===== config.mk =====
export PLATFORM = sky130hd
export DESIGN_NAME = xor_masked_base64_decoder_core
export DESIGN_NICKNAME = d
export VERILOG_FILES = /design/src/rtl/core/xmb64_pkg.sv /design/src/rtl/core/xmb64_front.sv /design/src/rtl/core/xmb64_queue.sv /design/src/rtl/core/xmb64_back.sv /design/src/rtl/core/xor_masked_base64_decoder_core.sv
export VERILOG_INCLUDE_DIRS = /design/src /design/src/rtl/core
export SDC_FILE = /design/constraint.sdc
export NUM_CORES = 1
export LEC_CHECK = 0
export ABC_AREA = 1
export BUFFER_PORTS_ARGS = -buffer_cell sky130_fd_sc_hd__buf_2
export CORE_UTILIZATION = 60
export CTS_BUF_LIST = sky130_fd_sc_hd__clkbuf_8
export CTS_CLUSTER_SIZE = 40
export DETAILED_ROUTE_END_ITERATION = 16
export PLACE_DENSITY_LB_ADDON = 0.2
export SKIP_LAST_GASP = 1
export SLEW_MARGIN = 40
export SYNTH_ARGS = -nofsm -noshare
export SYNTH_HDL_FRONTEND = slang
export SYNTH_HIERARCHICAL = 1
export SYNTH_SLANG_ARGS = --single-unit

===== constraint.sdc =====
create_clock -name aclk -period 5.4 [get_ports aclk]
set_input_delay 0.54 -clock aclk [delete_from_list [all_inputs] [get_ports aclk]]
set_output_delay 0.54 -clock aclk [all_outputs]
set_load 0.005 [all_outputs]

===== src/rtl/core/xor_masked_base64_decoder_core_defines.svh =====
// Assertion helpers shared by the decoder core.
`ifndef XOR_MASKED_BASE64_DECODER_CORE_DEFINES_SVH
`define XOR_MASKED_BASE64_DECODER_CORE_DEFINES_SVH

// Check that a condition holds at every clock edge outside reset.
`define XMB_ASSERT_NOW(label, clk, rstn, cond, msg) \
    label: assert property (@(posedge clk) disable iff (!rstn) (cond)) else $error(msg);

// Check that a consequent holds in the same cycle as its antecedent.
`define XMB_ASSERT_IMPLIES(label, clk, rstn, ante, cons, msg) \
    label: assert property (@(posedge clk) disable iff (!rstn) (ante) |-> (cons)) else $error(msg);

`endif


===== src/rtl/core/xmb64_pkg.sv =====
package xmb64_pkg;

    // Highest byte count a string may decode to.
    localparam int KEY_LEN = 73;

    // Printable part of the key; positions past it read as zero.
    localparam int KEY_CHARS = 72;
    localparam logic [KEY_CHARS*8-1:0] KEY_STR =
        "~!:?$*<(qw2e5o7i8x12c6m67s98w43d2l45we82q3iuu1z4xle23rt4oxclle34e54u6r8m";

    typedef enum logic [2:0] {
        ST_OK       = 3'd0,
        ST_ILLEGAL  = 3'd1,
        ST_PADS     = 3'd2,
        ST_LENGTH   = 3'd3,
        ST_LONG     = 3'd4
    } status_t;

    // One unit of work handed from the front to the back: up to three
    // unmasked bytes, optionally followed by the end status.
    typedef struct packed {
        logic [2:0][7:0] data;
        logic [1:0]      count;
        logic            has_status;
        status_t         status;
    } job_t;

    function automatic logic [7:0] key_byte(input logic [6:0] idx);
        logic [7:0] r;
        r = '0;
        if (int'(idx) < KEY_CHARS) begin
            r = KEY_STR[(KEY_CHARS - 1 - int'(idx))*8 +: 8];
        end
        return r;
    endfunction

endpackage


===== src/rtl/core/xmb64_front.sv =====
module xmb64_front (
    input  logic               aclk,
    input  logic               aresetn,
    input  logic               s_valid,
    output logic               s_ready,
    input  logic [7:0]         s_symbol,
    input  logic               s_final_char,
    output logic               q_push,
    output xmb64_pkg::job_t    q_job,
    input  logic               q_full
);

    localparam logic [7:0] CH_UA    = 8'h41;
    localparam logic [7:0] CH_UZ    = 8'h5A;
    localparam logic [7:0] CH_LA    = 8'h61;
    localparam logic [7:0] CH_LZ    = 8'h7A;
    localparam logic [7:0] CH_D0    = 8'h30;
    localparam logic [7:0] CH_D9    = 8'h39;
    localparam logic [7:0] CH_PLUS  = 8'h2B;
    localparam logic [7:0] CH_SLASH = 8'h2F;
    localparam logic [7:0] CH_PAD   = 8'h3D;
    localparam logic [6:0] NO_SEXTET = 7'd64;

    function automatic logic [6:0] sextet_of(input logic [7:0] c);
        logic [6:0] r;
        r = NO_SEXTET;
        if (c >= CH_UA && c <= CH_UZ) begin
            r = 7'(c - CH_UA);
        end else if (c >= CH_LA && c <= CH_LZ) begin
            r = 7'(c - CH_LA + 8'd26);
        end else if (c >= CH_D0 && c <= CH_D9) begin
            r = 7'(c - CH_D0 + 8'd52);
        end else if (c == CH_PLUS) begin
            r = 7'd62;
        end else if (c == CH_SLASH) begin
            r = 7'd63;
        end
        return r;
    endfunction

    logic [23:0]        acc_reg, acc_next;
    logic [1:0]         pos_reg, pos_next;
    logic [1:0]         pad_reg, pad_next;
    logic [6:0]         idx_reg, idx_next;
    xmb64_pkg::status_t err_reg, err_next;

    logic [6:0]         sextet;
    logic [1:0]         cnt;
    logic [2:0]         in_group;
    logic [2:0]         in_key;
    logic [1:0]         n_bytes;
    logic               take;

    assign s_ready = !q_full;
    assign take    = s_valid && s_ready;
    assign sextet  = sextet_of(s_symbol);

    always_comb begin
        acc_next = acc_reg;
        pos_next = pos_reg;
        pad_next = pad_reg;
        idx_next = idx_reg;
        err_next = err_reg;
        cnt      = '0;
        n_bytes  = '0;
        in_group = '0;
        in_key   = '0;
        q_job    = '0;
        q_job.status = xmb64_pkg::ST_OK;

        if (err_reg == xmb64_pkg::ST_OK) begin
            if (s_symbol == CH_PAD) begin
                if (pad_reg >= 2'd2) begin
                    err_next = xmb64_pkg::ST_PADS;
                end else begin
                    pad_next = pad_reg + 2'd1;
                end
            end else if (sextet == NO_SEXTET) begin
                err_next = xmb64_pkg::ST_ILLEGAL;
            end
            if (err_next == xmb64_pkg::ST_OK) begin
                acc_next = {acc_reg[17:0], (s_symbol == CH_PAD) ? 6'd0 : sextet[5:0]};
                if (pos_reg == 2'd3) begin
                    cnt = 2'd3 - pad_next;
                    for (int k = 0; k < 3; k++) begin
                        in_group[k] = 2'(k) < cnt;
                        in_key[k]   = ({1'b0, idx_reg} + 8'(k)) < 8'(xmb64_pkg::KEY_LEN);
                        q_job.data[k] = acc_next[23 - 8*k -: 8]
                                      ^ xmb64_pkg::key_byte(7'(idx_reg + 7'(k)));
                    end
                    n_bytes = 2'(in_group[0] && in_key[0])
                            + 2'(in_group[1] && in_key[1])
                            + 2'(in_group[2] && in_key[2]);
                    if (|(in_group & ~in_key)) begin
                        err_next = xmb64_pkg::ST_LONG;
                    end
                    idx_next = idx_reg + 7'(n_bytes);
                    acc_next = '0;
                    pad_next = '0;
                    pos_next = '0;
                end else begin
                    pos_next = pos_reg + 2'd1;
                end
            end
        end

        q_job.count = n_bytes;

        if (s_final_char) begin
            if (err_next == xmb64_pkg::ST_OK && pos_next != 2'd0) begin
                err_next = xmb64_pkg::ST_LENGTH;
            end
            q_job.has_status = 1'b1;
            q_job.status     = err_next;
            acc_next = '0;
            pos_next = '0;
            pad_next = '0;
            idx_next = '0;
            err_next = xmb64_pkg::ST_OK;
        end
    end

    assign q_push = take && (n_bytes != 2'd0 || s_final_char);

    always_ff @(posedge aclk) begin
        if (!aresetn) begin
            acc_reg <= '0;
            pos_reg <= '0;
            pad_reg <= '0;
            idx_reg <= '0;
            err_reg <= xmb64_pkg::ST_OK;
        end else if (take) begin
            acc_reg <= acc_next;
            pos_reg <= pos_next;
            pad_reg <= pad_next;
            idx_reg <= idx_next;
            err_reg <= err_next;
        end
    end

endmodule


===== src/rtl/core/xmb64_queue.sv =====
`include "xor_masked_base64_decoder_core_defines.svh"

module xmb64_queue #(
    parameter int DEPTH = 4
) (
    input  logic               aclk,
    input  logic               aresetn,
    input  logic               push,
    input  xmb64_pkg::job_t    push_job,
    output logic               full,
    input  logic               pop,
    output xmb64_pkg::job_t    head_job,
    output logic               head_valid
);

    localparam int AW = (DEPTH > 1) ? $clog2(DEPTH) : 1;
    localparam int CW = $clog2(DEPTH + 1);

    xmb64_pkg::job_t mem [DEPTH];
    logic [AW-1:0]   wr_ptr_reg, wr_ptr_next;
    logic [AW-1:0]   rd_ptr_reg, rd_ptr_next;
    logic [CW-1:0]   count_reg, count_next;
    logic            do_push, do_pop;

    assign full       = count_reg == CW'(DEPTH);
    assign head_valid = count_reg != '0;
    assign head_job   = mem[rd_ptr_reg];
    assign do_push    = push && !full;
    assign do_pop     = pop && head_valid;

    always_comb begin
        wr_ptr_next = wr_ptr_reg;
        rd_ptr_next = rd_ptr_reg;
        count_next  = count_reg;
        if (do_push) begin
            wr_ptr_next = (wr_ptr_reg == AW'(DEPTH - 1)) ? '0 : wr_ptr_reg + AW'(1);
        end
        if (do_pop) begin
            rd_ptr_next = (rd_ptr_reg == AW'(DEPTH - 1)) ? '0 : rd_ptr_reg + AW'(1);
        end
        if (do_push && !do_pop) begin
            count_next = count_reg + CW'(1);
        end else if (do_pop && !do_push) begin
            count_next = count_reg - CW'(1);
        end
    end

    always_ff @(posedge aclk) begin
        if (do_push) begin
            mem[wr_ptr_reg] <= push_job;
        end
    end

    always_ff @(posedge aclk) begin
        if (!aresetn) begin
            wr_ptr_reg <= '0;
            rd_ptr_reg <= '0;
            count_reg  <= '0;
        end else begin
            wr_ptr_reg <= wr_ptr_next;
            rd_ptr_reg <= rd_ptr_next;
            count_reg  <= count_next;
        end
    end

    `XMB_ASSERT_NOW(a_count_bound, aclk, aresetn, count_reg <= CW'(DEPTH), "queue count overran depth")

endmodule


===== src/rtl/core/xmb64_back.sv =====
`include "xor_masked_base64_decoder_core_defines.svh"

module xmb64_back (
    input  logic               aclk,
    input  logic               aresetn,
    input  logic               q_valid,
    input  xmb64_pkg::job_t    q_job,
    output logic               q_pop,
    output logic               m_valid,
    input  logic               m_ready,
    output logic [7:0]         m_plain_byte,
    output logic               m_is_status,
    output logic [2:0]         m_status_code,
    output logic               m_end_of_run
);

    xmb64_pkg::job_t cur_reg;
    logic            cur_valid_reg;
    logic [1:0]      pos_reg;

    logic            m_valid_reg;
    logic [7:0]      m_plain_byte_reg;
    logic            m_is_status_reg;
    logic [2:0]      m_status_code_reg;
    logic            m_end_of_run_reg;

    logic            out_free;
    logic            is_data;
    logic            last_beat;
    logic            advance;

    assign out_free  = !m_valid_reg || m_ready;
    assign is_data   = pos_reg < cur_reg.count;
    assign last_beat = is_data ? (pos_reg == cur_reg.count - 2'd1) && !cur_reg.has_status
                               : 1'b1;
    assign advance   = out_free && cur_valid_reg;
    assign q_pop     = q_valid && (!cur_valid_reg || (advance && last_beat));

    always_ff @(posedge aclk) begin
        if (advance) begin
            m_plain_byte_reg  <= is_data ? cur_reg.data[pos_reg] : 8'd0;
            m_is_status_reg   <= !is_data;
            m_status_code_reg <= is_data ? 3'(xmb64_pkg::ST_OK) : 3'(cur_reg.status);
            m_end_of_run_reg  <= !is_data;
        end
        if (q_pop) begin
            cur_reg <= q_job;
        end
    end

    always_ff @(posedge aclk) begin
        if (!aresetn) begin
            m_valid_reg   <= 1'b0;
            cur_valid_reg <= 1'b0;
            pos_reg       <= '0;
        end else begin
            if (out_free) begin
                m_valid_reg <= cur_valid_reg;
            end
            // Load the next job as the last beat of the current one leaves.
            if (q_pop) begin
                cur_valid_reg <= 1'b1;
                pos_reg       <= '0;
            end else if (advance) begin
                if (last_beat) begin
                    cur_valid_reg <= 1'b0;
                    pos_reg       <= '0;
                end else begin
                    pos_reg <= pos_reg + 2'd1;
                end
            end
        end
    end

    assign m_valid       = m_valid_reg;
    assign m_plain_byte  = m_plain_byte_reg;
    assign m_is_status   = m_is_status_reg;
    assign m_status_code = m_status_code_reg;
    assign m_end_of_run  = m_end_of_run_reg;

    `XMB_ASSERT_IMPLIES(a_pos_in_job, aclk, aresetn, cur_valid_reg, pos_reg <= cur_reg.count, "position ran past job")
    `XMB_ASSERT_IMPLIES(a_status_shape, aclk, aresetn, m_valid_reg && m_is_status_reg, m_end_of_run_reg && m_plain_byte_reg == 8'd0, "status beat malformed")
    `XMB_ASSERT_IMPLIES(a_data_shape, aclk, aresetn, m_valid_reg && !m_is_status_reg, m_status_code_reg == 3'(xmb64_pkg::ST_OK) && !m_end_of_run_reg, "data beat carries status")

endmodule


===== src/rtl/core/xor_masked_base64_decoder_core.sv =====
// Base64 decoder with key unmasking. One character is taken per cycle on the
// s_ channel while s_ready is high; each fourth character of a group releases
// up to three bytes, each XORed with the key byte at its running index, and
// the character marked final adds one status beat (0 ok, 1 illegal character,
// 2 too many pads, 3 bad length, 4 too long) with end_of_run set. The front
// decodes and masks a whole group in the cycle its last character arrives and
// writes it as one job into a QUEUE_DEPTH-entry queue; the back drains jobs
// at one beat per cycle while m_ready allows, through a registered m_ output.
// A character that produces no output pushes no job; s_ready drops only while
// the job queue is full, which happens when m_ready stalls or a burst of final
// characters outruns the one-beat-per-cycle drain. The first result passes
// through the queue, the back's job register and the output register.
module xor_masked_base64_decoder_core #(
    parameter int QUEUE_DEPTH = 4
) (
    input  logic        aclk,
    input  logic        aresetn,
    input  logic        s_valid,
    output logic        s_ready,
    input  logic [7:0]  s_symbol,
    input  logic        s_final_char,
    output logic        m_valid,
    input  logic        m_ready,
    output logic [7:0]  m_plain_byte,
    output logic        m_is_status,
    output logic [2:0]  m_status_code,
    output logic        m_end_of_run
);

    logic            q_push;
    logic            q_full;
    logic            q_pop;
    logic            q_valid;
    xmb64_pkg::job_t push_job;
    xmb64_pkg::job_t head_job;

    xmb64_front u_front (
        .aclk         (aclk),
        .aresetn      (aresetn),
        .s_valid      (s_valid),
        .s_ready      (s_ready),
        .s_symbol     (s_symbol),
        .s_final_char (s_final_char),
        .q_push       (q_push),
        .q_job        (push_job),
        .q_full       (q_full)
    );

    xmb64_queue #(
        .DEPTH (QUEUE_DEPTH)
    ) u_queue (
        .aclk       (aclk),
        .aresetn    (aresetn),
        .push       (q_push),
        .push_job   (push_job),
        .full       (q_full),
        .pop        (q_pop),
        .head_job   (head_job),
        .head_valid (q_valid)
    );

    xmb64_back u_back (
        .aclk          (aclk),
        .aresetn       (aresetn),
        .q_valid       (q_valid),
        .q_job         (head_job),
        .q_pop         (q_pop),
        .m_valid       (m_valid),
        .m_ready       (m_ready),
        .m_plain_byte  (m_plain_byte),
        .m_is_status   (m_is_status),
        .m_status_code (m_status_code),
        .m_end_of_run  (m_end_of_run)
    );

endmodule

# Yosys cells after proc, flatten, opt, wreduce, memory -nomap -nowiden
# Memories as Yosys holds them, arrays and structs flattened. A register that Yosys moved wholly into a read port is not among the register bits.
# Index checks and enable logic that the tools add are counted.
[totals] reg_bits=55 ramBits=120 inputBits=13 out_inout_bits=15 wordCells=187 n_memories=1
[op_classes] n_addsub=24 n_lt_le_gt_ge=18 n_eq_ne=9 shift=3 muxes=67 bitwise_logic=6 n_reduce_logical=45
[memory_table] name="u_queue.mem" depth=4 width=30 read_ports=1 rd_ports_with_merged_regs=1 write_ports=1 line_no="xmb64_queue.sv:19" source="xmb64_pkg::job_t mem [DEPTH];"
[ops] operator="variable part select 576 x 32 -> 8 bit (first input constant)" count=3
[ops] operator="two-way mux 8 bit" count=13
[ops] operator="two-way mux 18 bit" count=4
[ops] operator="two-way mux 24 bit" count=3
[ops] operator="two-way mux 7 bit" count=9
[ops] operator="two-way mux 3 bit" count=12
[ops] operator="two-way mux 2 bit" count=17
[ops] operator="less-than comparator 7 bit (second input constant)" count=4
[ops] operator="== test 8 x 6 -> 1 bit (second input constant)" count=3
[ops] operator="subtractor 7 x 7 -> 8 bit (first input constant)" count=3
[ops] operator="bitwise XOR 8 bit" count=3
[ops] operator="logical AND 1 bit" count=17
[ops] operator="binary-select mux 8 bit (select 2 bit)" count=1
[ops] operator=">= comparator 8 x 7 -> 1 bit (second input constant)" count=2
[ops] operator="less-or-equal comparator 8 x 7 -> 1 bit (second input constant)" count=2
[ops] operator="less-than comparator 8 x 7 -> 1 bit (second input constant)" count=2
[ops] operator="nonzero test 2 bit" count=8
[ops] operator="subtractor 7 bit (second input constant)" count=2
[ops] operator="adder 2 x 1 -> 2 bit (second input constant)" count=5
[ops] operator="logical NOT 3 bit" count=3
[ops] operator="adder 7 x 1 -> 8 bit (second input constant)" count=1
[ops] operator="adder 7 x 2 -> 8 bit (second input constant)" count=1
[ops] operator=">= comparator 8 x 6 -> 1 bit (second input constant)" count=1
[ops] operator="less-or-equal comparator 8 x 6 -> 1 bit (second input constant)" count=1
[ops] operator="35 further kinds" count=52

# Logic depth before layout (Yosys ltp)
# Gate-level depths: netlist of the first run.
[logic_depth] word_depth=21 ltp_mapped=31 depth_no_buf=30

# Modules after synthesis
# The synthesis of the first run kept the hierarchy.
[by_module_without_submodules] module="xmb64_front" n_inst=1 cells_per_inst=1075 area_each_um2=5771.8 seq_area_each_um2=640.6
[by_module_without_submodules] module="xmb64_queue" n_inst=1 cells_per_inst=362 area_each_um2=4996.0 seq_area_each_um2=3783.6
[by_module_without_submodules] module="xmb64_back" n_inst=1 cells_per_inst=134 area_each_um2=1774.2 seq_area_each_um2=1341.3

# Worst setup path after synthesis of the first run
# Ideal clock, no wire load.
[synth_timing] path_type="register to register" from="register u_front.idx_reg[1]" to="memory u_queue/mem[0][0] in the netlist's numbering (enable)" setup_ns=0.417 arrival_time_ns=4.102 required_time_ns=4.983 path_slack_ns=0.881 stages_incl_launch_ff=18 path_buffers=3 synth_period_minus_slack_ns=4.519 cell_sequence="dfxtp_1 clkbuf_1 inv_1 clkbuf_1 ha_1 clkbuf_1 inv_1 nand4_1 nand3_1 nand3_1 fa_1 inv_1 nand2_1 nand3_1 nand2_1 inv_1 nand2_1 nor2_1"
[synth_via] elab_chain_len=14 word_cells_on_any_way=19 cone_classes="add/sub (4); order compare (3); mux (5); reduce/logical (7)"
[synth_lines] element="start: declaration" line_no="xmb64_front.sv:44" source="logic [6:0] idx_reg, idx_next;"
[synth_lines] element="start signal: assignment" line_no="xmb64_front.sv:136" source="idx_reg <= idx_next;"
[synth_lines] element="adder 7 x 1 -> 8 bit" line_no="xmb64_front.sv:87" source="in_key[k] = ({1'b0, idx_reg} + 8'(k)) < 8'(xmb64_pkg::KEY_LEN);"
[synth_lines] element="less-than comparator 8 x 7 -> 1 bit" line_no="xmb64_front.sv:87"
[synth_lines] element="logical AND 1 bit" line_no="xmb64_front.sv:92" source="+ 2'(in_group[1] && in_key[1])"
[synth_lines] element="adder 1 x 1 -> 2 bit" line_no="xmb64_front.sv:92"
[synth_lines] element="adder 2 x 1 -> 2 bit *" line_no="xmb64_front.sv:93" source="+ 2'(in_group[2] && in_key[2]);"
[synth_lines] element="two-way mux 2 bit *" line_no="xmb64_front.sv:83" source="if (pos_reg == 2'd3) begin"
[synth_lines] element="two-way mux 2 bit *" line_no="xmb64_front.sv:81" source="if (err_next == xmb64_pkg::ST_OK) begin"
[synth_lines] element="two-way mux 2 bit *" line_no="xmb64_front.sv:71" source="if (err_reg == xmb64_pkg::ST_OK) begin"
[synth_lines] element="nonzero test 2 bit *" line_no="xmb64_front.sv:123" source="assign q_push = take && (n_bytes != 2'd0 || s_final_char);"
[synth_lines] element="logical OR 1 bit *" line_no="xmb64_front.sv:123"
[synth_lines] element="logical AND 1 bit *" line_no="xmb64_front.sv:123"
[synth_lines] element="named net q_push" line_no="xor_masked_base64_decoder_core.sv:30" source="logic q_push;"
[synth_lines] element="logical AND 1 bit *" line_no="xmb64_queue.sv:28" source="assign do_push = push && !full;"
[synth_lines] element="two-way mux 1 bit *" line_no="xmb64_queue.sv:49" source="if (do_push) begin"
[synth_lines] element="two-way mux 1 bit (implied by the code) *" line_no="xmb64_queue.sv:50" source="mem[wr_ptr_reg] <= push_job;"
[synth_lines] element="end: declaration" line_no="xmb64_queue.sv:19"
# The timed path passes the listed nets; every way through them passes the cells marked *.

# Worst setup path in the final report of the first run
[layout_timing] from="register u_front.idx_reg[3]" to="register u_queue.count_reg[2]"
[layout_via] elab_chain_len=15 word_cells_on_any_way=22 cone_classes="add/sub (4); order compare (3); mux (4); reduce/logical (11)"
[layout_lines] element="adder 7 x 1 -> 8 bit" line_no="xmb64_front.sv:87"
[layout_lines] element="less-than comparator 8 x 7 -> 1 bit" line_no="xmb64_front.sv:87"
[layout_lines] element="logical AND 1 bit" line_no="xmb64_front.sv:92"
[layout_lines] element="adder 1 x 1 -> 2 bit" line_no="xmb64_front.sv:92"
[layout_lines] element="adder 2 x 1 -> 2 bit *" line_no="xmb64_front.sv:93"
[layout_lines] element="two-way mux 2 bit *" line_no="xmb64_front.sv:83"
[layout_lines] element="two-way mux 2 bit *" line_no="xmb64_front.sv:81"
[layout_lines] element="two-way mux 2 bit *" line_no="xmb64_front.sv:71"
[layout_lines] element="nonzero test 2 bit *" line_no="xmb64_front.sv:123"
[layout_lines] element="logical OR 1 bit *" line_no="xmb64_front.sv:123"
[layout_lines] element="logical AND 1 bit *" line_no="xmb64_front.sv:123"
[layout_lines] element="named net q_push" line_no="xor_masked_base64_decoder_core.sv:30"
[layout_lines] element="logical AND 1 bit *" line_no="xmb64_queue.sv:28"
[layout_lines] element="named net u_queue.do_push" line_no="xmb64_queue.sv:23" source="logic do_push, do_pop;"
[layout_lines] element="logical NOT 1 bit" line_no="xmb64_queue.sv:43" source="end else if (do_pop && !do_push) begin"
[layout_lines] element="logical AND 1 bit" line_no="xmb64_queue.sv:43"
[layout_lines] element="nonzero test 2 bit (no line)"
[layout_lines] element="end signal: assignment" line_no="xmb64_queue.sv:62" source="count_reg <= count_next;"
[layout_lines] element="end: declaration" line_no="xmb64_queue.sv:22" source="logic [CW-1:0] count_reg, count_next;"
# Marked as above.
# A chain may end at the register's enable or synchronous reset.

==> metrics.md, run 1 <==
| Metric | Value |
|---|---|
| Fillers | `1748` |
| Final Max Slew Viols | `0` |
| Critical-path top delay cell | `dfxtp_1` |
| CP Launch Type | `flip-flop` |
| Final setup viols | `0` |
| Share of layout cells above drive strength 1 | `0.0889` |
| DR vias | `11000` |
| RSZ-0062 raised after global routing | `false` |
| Main flop type after synthesis | `edfxtp_1` |
| Pwr/cell area | `360 mW/mm²` |
| P_sw | `1.65 mW` |
| Max reg flops | `120` |
| Clk root buf | `clkbuf_8` |
| Post-synth EDFFs | `162` |
| CTS H-tree depth | `1` |
| Area growth, synth to finish | `6.61%` |
| CP top delay family | `simple AND/OR/NAND/NOR gates` |
| Drt pass-1 iters | `8` |
| Leakage Power | `5.52 nW` |
| First-pass GRT wire length | `51400 µm` |
| Pwr Total | `4.82 mW` |
| Fin Setup TNS | `0 ns` |
| Hold buffers post-CTS | `0` |
| Mapped Nets | `1623` |
| WP data required | `5.87 ns` |
| Post-synth ARST share | `0` |
| CTS tree | `built` |
| Final hold violation count | `0` |
| Max VDD drop | `0.228 mV` |
| Crit Path Max Fanout | `13` |
| Max clock buf depth | `3` |
| Crit. End Element | `flip-flop` |
| WHS | `0.291 ns` |
| Area of the multi-input gates | `0.00580 mm²` |
| YS warnings | `6` |
| GRT Total Usage | `0.295` |
| Tcrit/Tclk final | `0.801` |
| Count of state elements after synthesis | `207` |
| Relative slew slack | `0.450` |
| Clock-pin slew on the worst setup and hold paths | `0.06 ns` |
| Seq pwr share | `0.476` |
| Placer Congestion | `1.02` |
| Buffers on Ports | `27` |
| GRT Residual Overflow | `0` |
| Post-Syn Area per Cell | `7.98 µm²` |
| FP Rows | `52` |
| WS Path Type | `reg -> reg` |
| Worst-skew pair later-pin latency | `0.55 ns` |
| Most frequent cells in the layout | `nand2_1, nor2_1, edfxtp_1` |
| Die Ht | `147 µm` |
| Post-Route WL | `31600 µm` |
| Detail Placement HPWL | `22100 µm` |
| Die area | `0.0215 mm²` |
| Clk_skew | `0.0199 ns` |
| I/O pin total | `28` |
| Die Width | `147 µm` |
| HP Class | `in -> reg` |
| Sequential share of the synthesized area | `0.460` |
| Achievable Freq | `0.231 GHz` |
| Starting Density | `0.616` |
| Final Critical Period | `4.33 ns` |
| Vias/cell | `5.86` |
| Core box area | `0.0204 mm²` |
| Switching Fraction | `0.343` |
| Post-CTS Resized | `0` |
| Cell Area, Synth | `0.0125 mm²` |
| Least-Margin Pin Slew | `0.823 ns` |
| WP data arrival | `4.80 ns` |
| Worst path bufs/invs | `7` |
| Status | `finished, final reports clean` |
| Pin count of the biggest net entering global routing | `62` |
| CTS Sinks | `207` |
| Reg area | `0.00577 mm²` |
| Synthesized instance count | `1571` |
| Clock network power share | `0.249` |
| DRC viols | `0` |
| WL/cell | `16.8 µm` |
| Comb pwr share | `0.275` |
| # diodes | `0` |
| Routed Antenna Nets | `0` |
| Vias in the first global route | `10300` |
| DRT iter0 DRCs | `1005` |
| Commonest non-fill, non-tap cell in the layout | `nand2_1` |
| Library cells used by synthesis | `50` |
| Total internal power | `3.16 mW` |
| Post-CTS Setup Repair Bufs | `0` |
| Final #Nets | `1635` |
| Initial antenna violation count | `0` |
| Max-cap violations | `0` |
| Worst path max stage delay | `0.52 ns` |
| TritonCTS Buffers | `31` |
## final cells by class
class,instances,share of cell area
clock buffers,34,0.0350
clock inverters,24,0.00983
inverters,149,0.0424
multi-input cells,1145,0.434
flip-flops and latches,207,0.431
well taps,270,0.0253
repair buffers,49,0.0225
## cell usage after synthesis, types with 11 or more instances
cell	count	area [µm²]
xor2_1	22	193
buf_2	15	75.1
edfxtp_1	162	4860
o21ai_1	37	185
inv_1	133	499
o22ai_1	32	200
inv_2	12	45.0
clkbuf_1	24	90.1
nand4_1	16	100
dfxtp_1	45	901
nor2_1	192	721
o211ai_1	21	158
nand2_2	11	68.8
ha_1	36	450
nand2_1	347	1300
buf_4	12	90.1
nand3_1	136	681
buf_6	13	146
a21oi_1	117	586
o21ai_0	119	596
## worst min-delay path: stages
cell     delay [ns]
buf_2          0.08
inv_1          0.06
nand2_1        0.06
a21oi_1        0.05
## cell families (layout without fill, tap and decap cells)
logic type | after synthesis | count (layout) | synth area share
XOR/XNOR | 29 | 29 | 0.0226
adder cells (fa/ha/maj) | 39 | 39 | 0.0407
buffers and inverters | 219 | 256 | 0.0791
flip-flops | 207 | 207 | 0.460
AND/OR/NAND/NOR | 730 | 730 | 0.246
AO/OA/AOI/OAI | 347 | 347 | 0.152
## through the flow
stage               utilization  area (µm²)  worst slack (ns)  std cells
finish                    0.657       13400              1.07       1878
global route              0.657       13400             0.723       1878
CTS                       0.657       13400              1.14       1878
detailed placement        0.627       12800              1.03       1820
global placement          0.627       12800              1.20       1820
floorplan                     -       12500             0.881       1571
## worst paths after layout
path | depth (start not counted) | endpoint | slack [ns] | startpoint
max reg2reg | 25 | u_queue/count_reg[2] | 1.07 | u_front/idx_reg[3]
min | 4 | u_back/m_valid | 0.29 | m_ready
max | 25 | u_queue/count_reg[2] | 1.07 | u_front/idx_reg[3]
min reg2reg | 2 | u_front/err_reg[0] | 0.47 | u_front/err_reg[0]
## routing by layer
| metal | up-vias | part of all wire | GRT usage |
|---|---|---|---|
| met4 | 0 | 0.029 | 0.113 |
| met5 | - | 0 | 0 |
| met2 | 479 | 0.47 | 0.492 |
| met1 | 5078 | 0.43 | 0.395 |
| li1 | 5378 | - | - |
| met3 | 76 | 0.067 | 0.0347 |
## power groups by stage
stage / clock network [mW] / registers (mW) / logic (mW)
final: 1.20 / 2.29 / 1.32
after global routing: 1.28 / 2.32 / 1.49
after CTS: 1.21 / 2.30 / 1.31
after detailed placement: 0 / 2.33 / 1.31
after global placement: 0 / 2.32 / 1.27
after floorplan: 0 / 2.25 / 1.05
Note: power is estimated with default switching activity, not from simulation.
==> run 2, diff against run 1 <==
--- a/config.mk
+++ b/config.mk
@@ -8,7 +8,7 @@
 export LEC_CHECK = 0
 export ABC_AREA = 1
 export BUFFER_PORTS_ARGS = -buffer_cell sky130_fd_sc_hd__buf_2
-export CORE_UTILIZATION = 60
+export CORE_UTILIZATION = 59
 export CTS_BUF_LIST = sky130_fd_sc_hd__clkbuf_8
 export CTS_CLUSTER_SIZE = 40
 export DETAILED_ROUTE_END_ITERATION = 16
==> constraint.sdc (replaced) <==
create_clock -name aclk -period 3.98 [get_ports aclk]
set_input_delay 0.398 -clock aclk [delete_from_list [all_inputs] [get_ports aclk]]
set_output_delay 0.398 -clock aclk [all_outputs]
set_load 0.005 [all_outputs]
==> run 2 against run 1 <==
  * Flip-flop and latch count stayed put
  * Non-clock buffer count is 21 higher
  * Largest cell class unchanged
  * Final area is 2.4% higher
  * Critical endpoint unchanged
  * First-iteration DRC count is 16% higher
  * Die area is 1.7% higher
==> metrics.md, run 2 (synthesis gave the netlist of run 1 again) <==
| Metric | Value |
|---|---|
| Status | `finished, final reports clean (unchanged)` |
| FP Rows | `52 (unchanged)` |
| Post-Route WL | `33200 µm (was 31600 µm)` |
| DR vias | `11100 (was 11000)` |
| Post-Place Cells | `1840 (was 1820)` |
| Leakage Power | `5.63 nW (was 5.52 nW)` |
| Die Width | `148 µm (was 147 µm)` |
| CTS tree | `built (unchanged)` |
| Placer Congestion | `0.954 (was 1.02)` |
| Final Max Slew Viols | `0 (unchanged)` |
| Worst-skew pair later-pin latency | `0.56 ns (was 0.55 ns)` |
| Vias/cell | `5.86 (about the same)` |
| DRC viols | `0 (unchanged)` |
| Final #Nets | `1656 (was 1635)` |
| Tcrit/Tclk final | `0.924 (was 0.801)` |
| Clock-pin slew on the worst setup and hold paths | `0.07 ns (was 0.06 ns)` |
| Routed Antenna Nets | `0 (unchanged)` |
| Pwr/cell area | `489 mW/mm² (was 360 mW/mm²)` |
| I/O pin total | `28 (unchanged)` |
| Post-CTS Resized | `0 (unchanged)` |
| Layout Cells excl Fill | `1898 (was 1878)` |
| WP data arrival | `4.11 ns (was 4.80 ns)` |
| CP Launch Type | `flip-flop (unchanged)` |
| CTS H-tree depth | `1 (unchanged)` |
| Crit. End Element | `flip-flop (unchanged)` |
| Starting Density | `0.610 (was 0.616)` |
| Buffers on Ports | `27 (unchanged)` |
| Drt pass-1 iters | `6 (was 8)` |
| Final setup viols | `0 (unchanged)` |
| WP data required | `4.42 ns (was 5.87 ns)` |
| GRT Residual Overflow | `0 (unchanged)` |
| Crit Path Max Fanout | `7 (was 13)` |
| WL/cell | `17.5 µm (was 16.8 µm)` |
| Final hold violation count | `0 (unchanged)` |
| Max VDD drop | `0.298 mV (was 0.228 mV)` |
| Most used cell, CP | `nand2_1` |
| Clk root buf | `clkbuf_8 (unchanged)` |
| Worst path max stage delay | `0.43 ns (was 0.52 ns)` |
| Max clock buf depth | `3 (unchanged)` |
| Max reg flops | `120 (unchanged)` |
| Final Critical Period | `3.68 ns (was 4.33 ns)` |
| Most frequent cells in the layout | `nand2_1, nor2_1, edfxtp_1 (unchanged)` |
| Detail Placement HPWL | `22900 µm (was 22100 µm)` |
| Vias in the first global route | `10700 (was 10300)` |
| Post-CTS Setup Repair Bufs | `0 (unchanged)` |
| TritonCTS Buffers | `31 (unchanged)` |
| Clk_skew | `0.0335 ns (was 0.0199 ns)` |
| Pwr Total | `6.69 mW (was 4.82 mW)` |
| CP top delay family | `simple AND/OR/NAND/NOR gates (unchanged)` |
| Die area | `0.0218 mm² (was 0.0215 mm²)` |
| WS Path Type | `reg -> reg (unchanged)` |
| Commonest non-fill, non-tap cell in the layout | `nand2_1 (unchanged)` |
| Max-cap violations | `0 (unchanged)` |
| DRT iter0 DRCs | `1170 (was 1005)` |
| Area growth, synth to finish | `9.21% (was 6.61%)` |
| Fillers | `1712 (was 1748)` |
| Share of layout cells above drive strength 1 | `0.107 (was 0.0889)` |
| Pin count of the biggest net entering global routing | `61 (was 62)` |
| Hold buffers post-CTS | `0 (unchanged)` |
| Achievable Freq | `0.272 GHz (was 0.231 GHz)` |
| CTS Sinks | `207 (unchanged)` |
| Worst path bufs/invs | `7 (unchanged)` |
| Final core utilization | `0.666 (was 0.657)` |
| Initial antenna violation count | `0 (unchanged)` |
| Relative slew slack | `0.570 (was 0.450)` |
| HP Class | `in -> reg (unchanged)` |
| Critical-path top delay cell | `fa_1 (was dfxtp_1)` |
| Least-Margin Pin Slew | `0.643 ns (was 0.823 ns)` |
| First-pass GRT wire length | `53100 µm (was 51400 µm)` |
| # diodes | `0 (unchanged)` |
| Core box area | `0.0206 mm² (was 0.0204 mm²)` |
| Die Ht | `148 µm (was 147 µm)` |
| GRT Total Usage | `0.302 (was 0.295)` |
## run 2: cell count changes in the layout (fill, tap and decap cells not counted), sizes merged
cell	change
clkbuf	+1
clkinvlp	-2
inv	-6
bufinv	+1
clkinv	+6
buf	+20
## run 2: worst reg2reg max path: cells and delay by family, from the launching register on
| kind | cells | cell delay, ns |
|---|---|---|
| adders and majority gates | 4 | 1.14 |
| DFF | 1 | 0.39 |
| buffers and inverters | 7 | 0.52 |
| AOI/OAI and AO/OA | 1 | 0.13 |
| and+or+nand+nor | 14 | 1.37 |
## run 2: layout make-up
class | instances | area (µm²) | area share
clock buffer | 34 | 468 | 0.0342
clock inverter | 23 | 151 | 0.0111
inverter | 149 | 567 | 0.0414
multi-input combinational | 1145 | 5840 | 0.427
sequential | 207 | 5780 | 0.422
tap | 270 | 338 | 0.0247
timing repair buffer | 70 | 546 | 0.0398
## run 2: per-layer routing
| metal | share of wire | track usage | vias to the layer above |
|---|---|---|---|
| met5 | 0 | 0 | - |
| met4 | 0.028 | 0.116 | 0 |
| met3 | 0.071 | 0.0269 | 82 |
| met2 | 0.48 | 0.513 | 505 |
| met1 | 0.42 | 0.402 | 5140 |
| li1 | - | - | 5404 |
## run 2: per-stage QoR
| stage | setup TNS [ns] | area (µm²) | setup WS, ns | hold WS [ns] |
|---|---|---|---|---|
| after CTS | 0 | 13600 | 0.0676 | 0.135 |
| after detailed placement | 0 | 13000 | 0.101 | 0.465 |
| final | 0 | 13700 | 0.304 | 0.152 |
| after floorplan | -10.95 | 12600 | -0.0912 | 0.442 |
| after global routing | -0.0221 | 13700 | -0.0221 | 0.160 |
| after global placement | 0 | 13000 | 0.190 | 0.456 |
## run 2: final timing paths
kind | startpoint | endpoint | slack [ns] | depth (start not counted)
worst max-delay path | u_front/idx_reg[2] | u_queue/count_reg[2] | 0.30 | 26
worst min-delay path | m_ready | u_back/m_valid | 0.15 | 4
worst max register to register | u_front/idx_reg[2] | u_queue/count_reg[2] | 0.30 | 26
worst min register to register | u_front/err_reg[0] | u_front/err_reg[0] | 0.48 | 2
## run 2: report_power, final
group / switching (mW) / internal (mW) / total [mW]
Clock: 0.794 / 0.917 / 1.71
Sequential: 0.225 / 2.87 / 3.09
Combinational: 1.29 / 0.603 / 1.89
==> run 3, diff against run 2 <==
--- a/config.mk
+++ b/config.mk
@@ -12,7 +12,7 @@
 export CTS_BUF_LIST = sky130_fd_sc_hd__clkbuf_8
 export CTS_CLUSTER_SIZE = 40
 export DETAILED_ROUTE_END_ITERATION = 16
-export PLACE_DENSITY_LB_ADDON = 0.2
+export PLACE_DENSITY = 0.86
 export SKIP_LAST_GASP = 1
 export SLEW_MARGIN = 40
 export SYNTH_ARGS = -nofsm -noshare
==> run 3 against run 2 <==
  * Final cell count is 0.47% lower
  * Sequential power hardly changed
  * Critical path depth is 1 lower
  * Clock skew is 0.0042 ns lower
  * Combinational power is essentially flat
  * Largest cell class unchanged
==> metrics.md, run 3 (synthesis gave the netlist of run 1 again) <==
| Metric | Value |
|---|---|
| Crit Path Max Fanout | `19 (was 7)` |
| Final #Nets | `1649 (was 1656)` |
| Clk_skew | `0.0294 ns (was 0.0335 ns)` |
| Starting Density | `0.610 (unchanged)` |
| WP data arrival | `4.22 ns (was 4.11 ns)` |
| Commonest non-fill, non-tap cell in the layout | `nand2_1 (unchanged)` |
| Final setup viols | `0 (unchanged)` |
| Final hold violation count | `0 (unchanged)` |
| Hold path cells | `4 (unchanged)` |
| # diodes | `0 (unchanged)` |
| Core box area | `0.0206 mm² (unchanged)` |
| Post-DP Area | `0.0129 mm² (was 0.0130 mm²)` |
| Worst Min Path Start | `m_ready (unchanged)` |
| Max VDD drop | `0.327 mV (was 0.298 mV)` |
| RSZ-0062 raised after global routing | `true` |
| Clock-pin slew on the worst setup and hold paths | `0.07 ns (about the same)` |
| Worst r2r src | `u_front/idx_reg[1] (was u_front/idx_reg[2])` |
| Max clock buf depth | `3 (unchanged)` |
| FP Rows | `52 (unchanged)` |
| I/O pin total | `28 (unchanged)` |
| Drt pass-1 iters | `6 (unchanged)` |
| Die Ht | `148 µm (unchanged)` |
| TritonCTS Buffers | `29 (was 31)` |
| WS Path Type | `reg -> reg (unchanged)` |
| Reg2Reg Depth | `25 (was 26)` |
| Tcrit/Tclk final | `0.947 (was 0.924)` |
| DRT iter0 DRCs | `1248 (was 1170)` |
| Worst R2R End | `u_queue/count_reg[2] (unchanged)` |
| Post-Route WL | `32500 µm (was 33200 µm)` |
| Vias/cell | `5.99 (was 5.86)` |
| Reg-to-reg slack, setup | `0.21 ns (was 0.30 ns)` |
| CP Launch Type | `flip-flop (unchanged)` |
| Worst path max stage delay | `0.47 ns (was 0.43 ns)` |
| Leakage Power | `5.59 nW (was 5.63 nW)` |
| Pin count of the biggest net entering global routing | `61 (unchanged)` |
| Post-Place Cells | `1836 (was 1840)` |
| CTS H-tree depth | `1 (unchanged)` |
| Routed Antenna Nets | `0 (unchanged)` |
| Most frequent cells in the layout | `nand2_1, nor2_1, edfxtp_1 (unchanged)` |
| Hold buffers post-CTS | `0 (unchanged)` |
| Share of layout cells above drive strength 1 | `0.104 (was 0.107)` |
| GRT Total Usage | `0.297 (was 0.302)` |
| WP data required | `4.43 ns (was 4.42 ns)` |
| Die Width | `148 µm (unchanged)` |
| Final Max Slew Viols | `0 (unchanged)` |
| CTS tree | `built (unchanged)` |
| Initial antenna violation count | `0 (unchanged)` |
| WL/cell | `17.2 µm (was 17.5 µm)` |
| First-pass GRT wire length | `52000 µm (was 53100 µm)` |
| Vias in the first global route | `10600 (was 10700)` |
| DRC viols | `0 (unchanged)` |
| Hold endpoint | `u_back/m_valid (unchanged)` |
| Clk root buf | `clkbuf_8 (unchanged)` |
| Achievable Freq | `0.265 GHz (was 0.272 GHz)` |
| Placer Congestion | `1.04 (was 0.954)` |
| Detail Placement HPWL | `22600 µm (was 22900 µm)` |
| Status | `finished, final reports clean (unchanged)` |
| Final core utilization | `0.663 (was 0.666)` |
| CTS Sinks | `207 (unchanged)` |
| Design area | `0.0136 mm² (was 0.0137 mm²)` |
| GRT Residual Overflow | `0 (unchanged)` |
| Pwr/cell area | `497 mW/mm² (was 489 mW/mm²)` |
| Max reg flops | `120 (unchanged)` |
| Max-cap violations | `0 (unchanged)` |
| HP Class | `in -> reg (unchanged)` |
| DR vias | `11300 (was 11100)` |
| Layout Cells excl Fill | `1889 (was 1898)` |
| Area growth, synth to finish | `8.63% (was 9.21%)` |
| Die area | `0.0218 mm² (unchanged)` |
| Final Critical Period | `3.77 ns (was 3.68 ns)` |
| Buffers on Ports | `27 (unchanged)` |
| Crit. End Element | `flip-flop (unchanged)` |
| Critical-path top delay cell | `fa_1 (unchanged)` |
| Least-Margin Pin Slew | `0.725 ns (was 0.643 ns)` |
| Relative slew slack | `0.515 (was 0.570)` |
| Worst-skew pair later-pin latency | `0.55 ns (was 0.56 ns)` |
[run 3: cell count changes in the layout (fill, tap and decap cells not counted), moves of 2 or more]
| cell | previous run | this run |
|---|---|---|
| buf_4 | 35 | 32 |
| bufinv_16 | 2 | 4 |
| clkbuf_8 | 34 | 32 |
| dfxtp_2 | 3 | 6 |
| dfxtp_4 | 4 | 0 |
| inv_1 | 139 | 137 |
[run 3: report_power, final]
group | switching [mW] | leakage, nW | internal, mW
combinational | 1.30 | 3.43 | 0.593
sequential | 0.215 | 1.81 | 2.87
clock | 0.782 | 0.349 | 1.01
total | 2.30 | 5.59 | 4.47
[run 3: worst max path at each step]
stage / from / to / depth (start not counted)
2_1_floorplan: u_front/idx_reg[1] / u_queue/mem[0][0] / 17
3_3_place_gp: s_symbol[2] / u_queue/count_reg[2] / 23
3_5_place_dp: s_symbol[2] / u_queue/count_reg[2] / 23
4_1_cts: u_front/idx_reg[1] / u_queue/count_reg[2] / 26
5_1_grt: u_front/idx_reg[1] / u_queue/count_reg[2] / 25
6_report: u_front/idx_reg[1] / u_queue/count_reg[2] / 25
[run 3: per-stage QoR]
step,worst slack [ns],TNS (ns),hold slack [ns],power [mW]
global placement,0.131,0,0.467,4.86
floorplan,-0.0912,-10.95,0.442,4.47
finish,0.209,0,0.154,6.77
CTS,0.0221,0,0.143,6.75
detailed placement,-0.00791,-0.00791,0.472,4.98
global route,-0.0742,-0.0742,0.187,7.12
[run 3: layout make-up]
| type | count | area [µm²] |
|---|---|---|
| Clock buffer | 32 | 440 |
| Clock inverter | 21 | 200 |
| Fill cell | 1619 | 6940 |
| Inverter | 149 | 567 |
| Multi-Input combinational cell | 1145 | 5830 |
| Sequential cell | 207 | 5770 |
| Tap cell | 270 | 338 |
| Timing Repair Buffer | 65 | 478 |
[run 3: repair_timing]
| action | 4_1_cts | 5_1_grt |
|---|---|---|
| endpoints found under the setup margin | 0 | 6 |
| gates resized for setup | 0 | 14 |
| buffers inserted | 0 | 0 |
[run 3: metal layers]
metal,up-vias,GRT usage,part of all wire
li1,5392,-,-
met3,98,0.0309,0.081
met4,0,0.119,0.032
met1,5194,0.373,0.40
met5,-,0,0
met2,630,0.524,0.49
[run 3: worst max-delay path: cells and delay by family (launching register included)]
family                   cells  cell delay (ns)
flip-flops                   1             0.40
AND/OR/NAND/NOR             12             1.08
AO/OA/AOI/OAI                1             0.08
adder cells (fa/ha/maj)      4             1.23
buffers and inverters        8             0.89
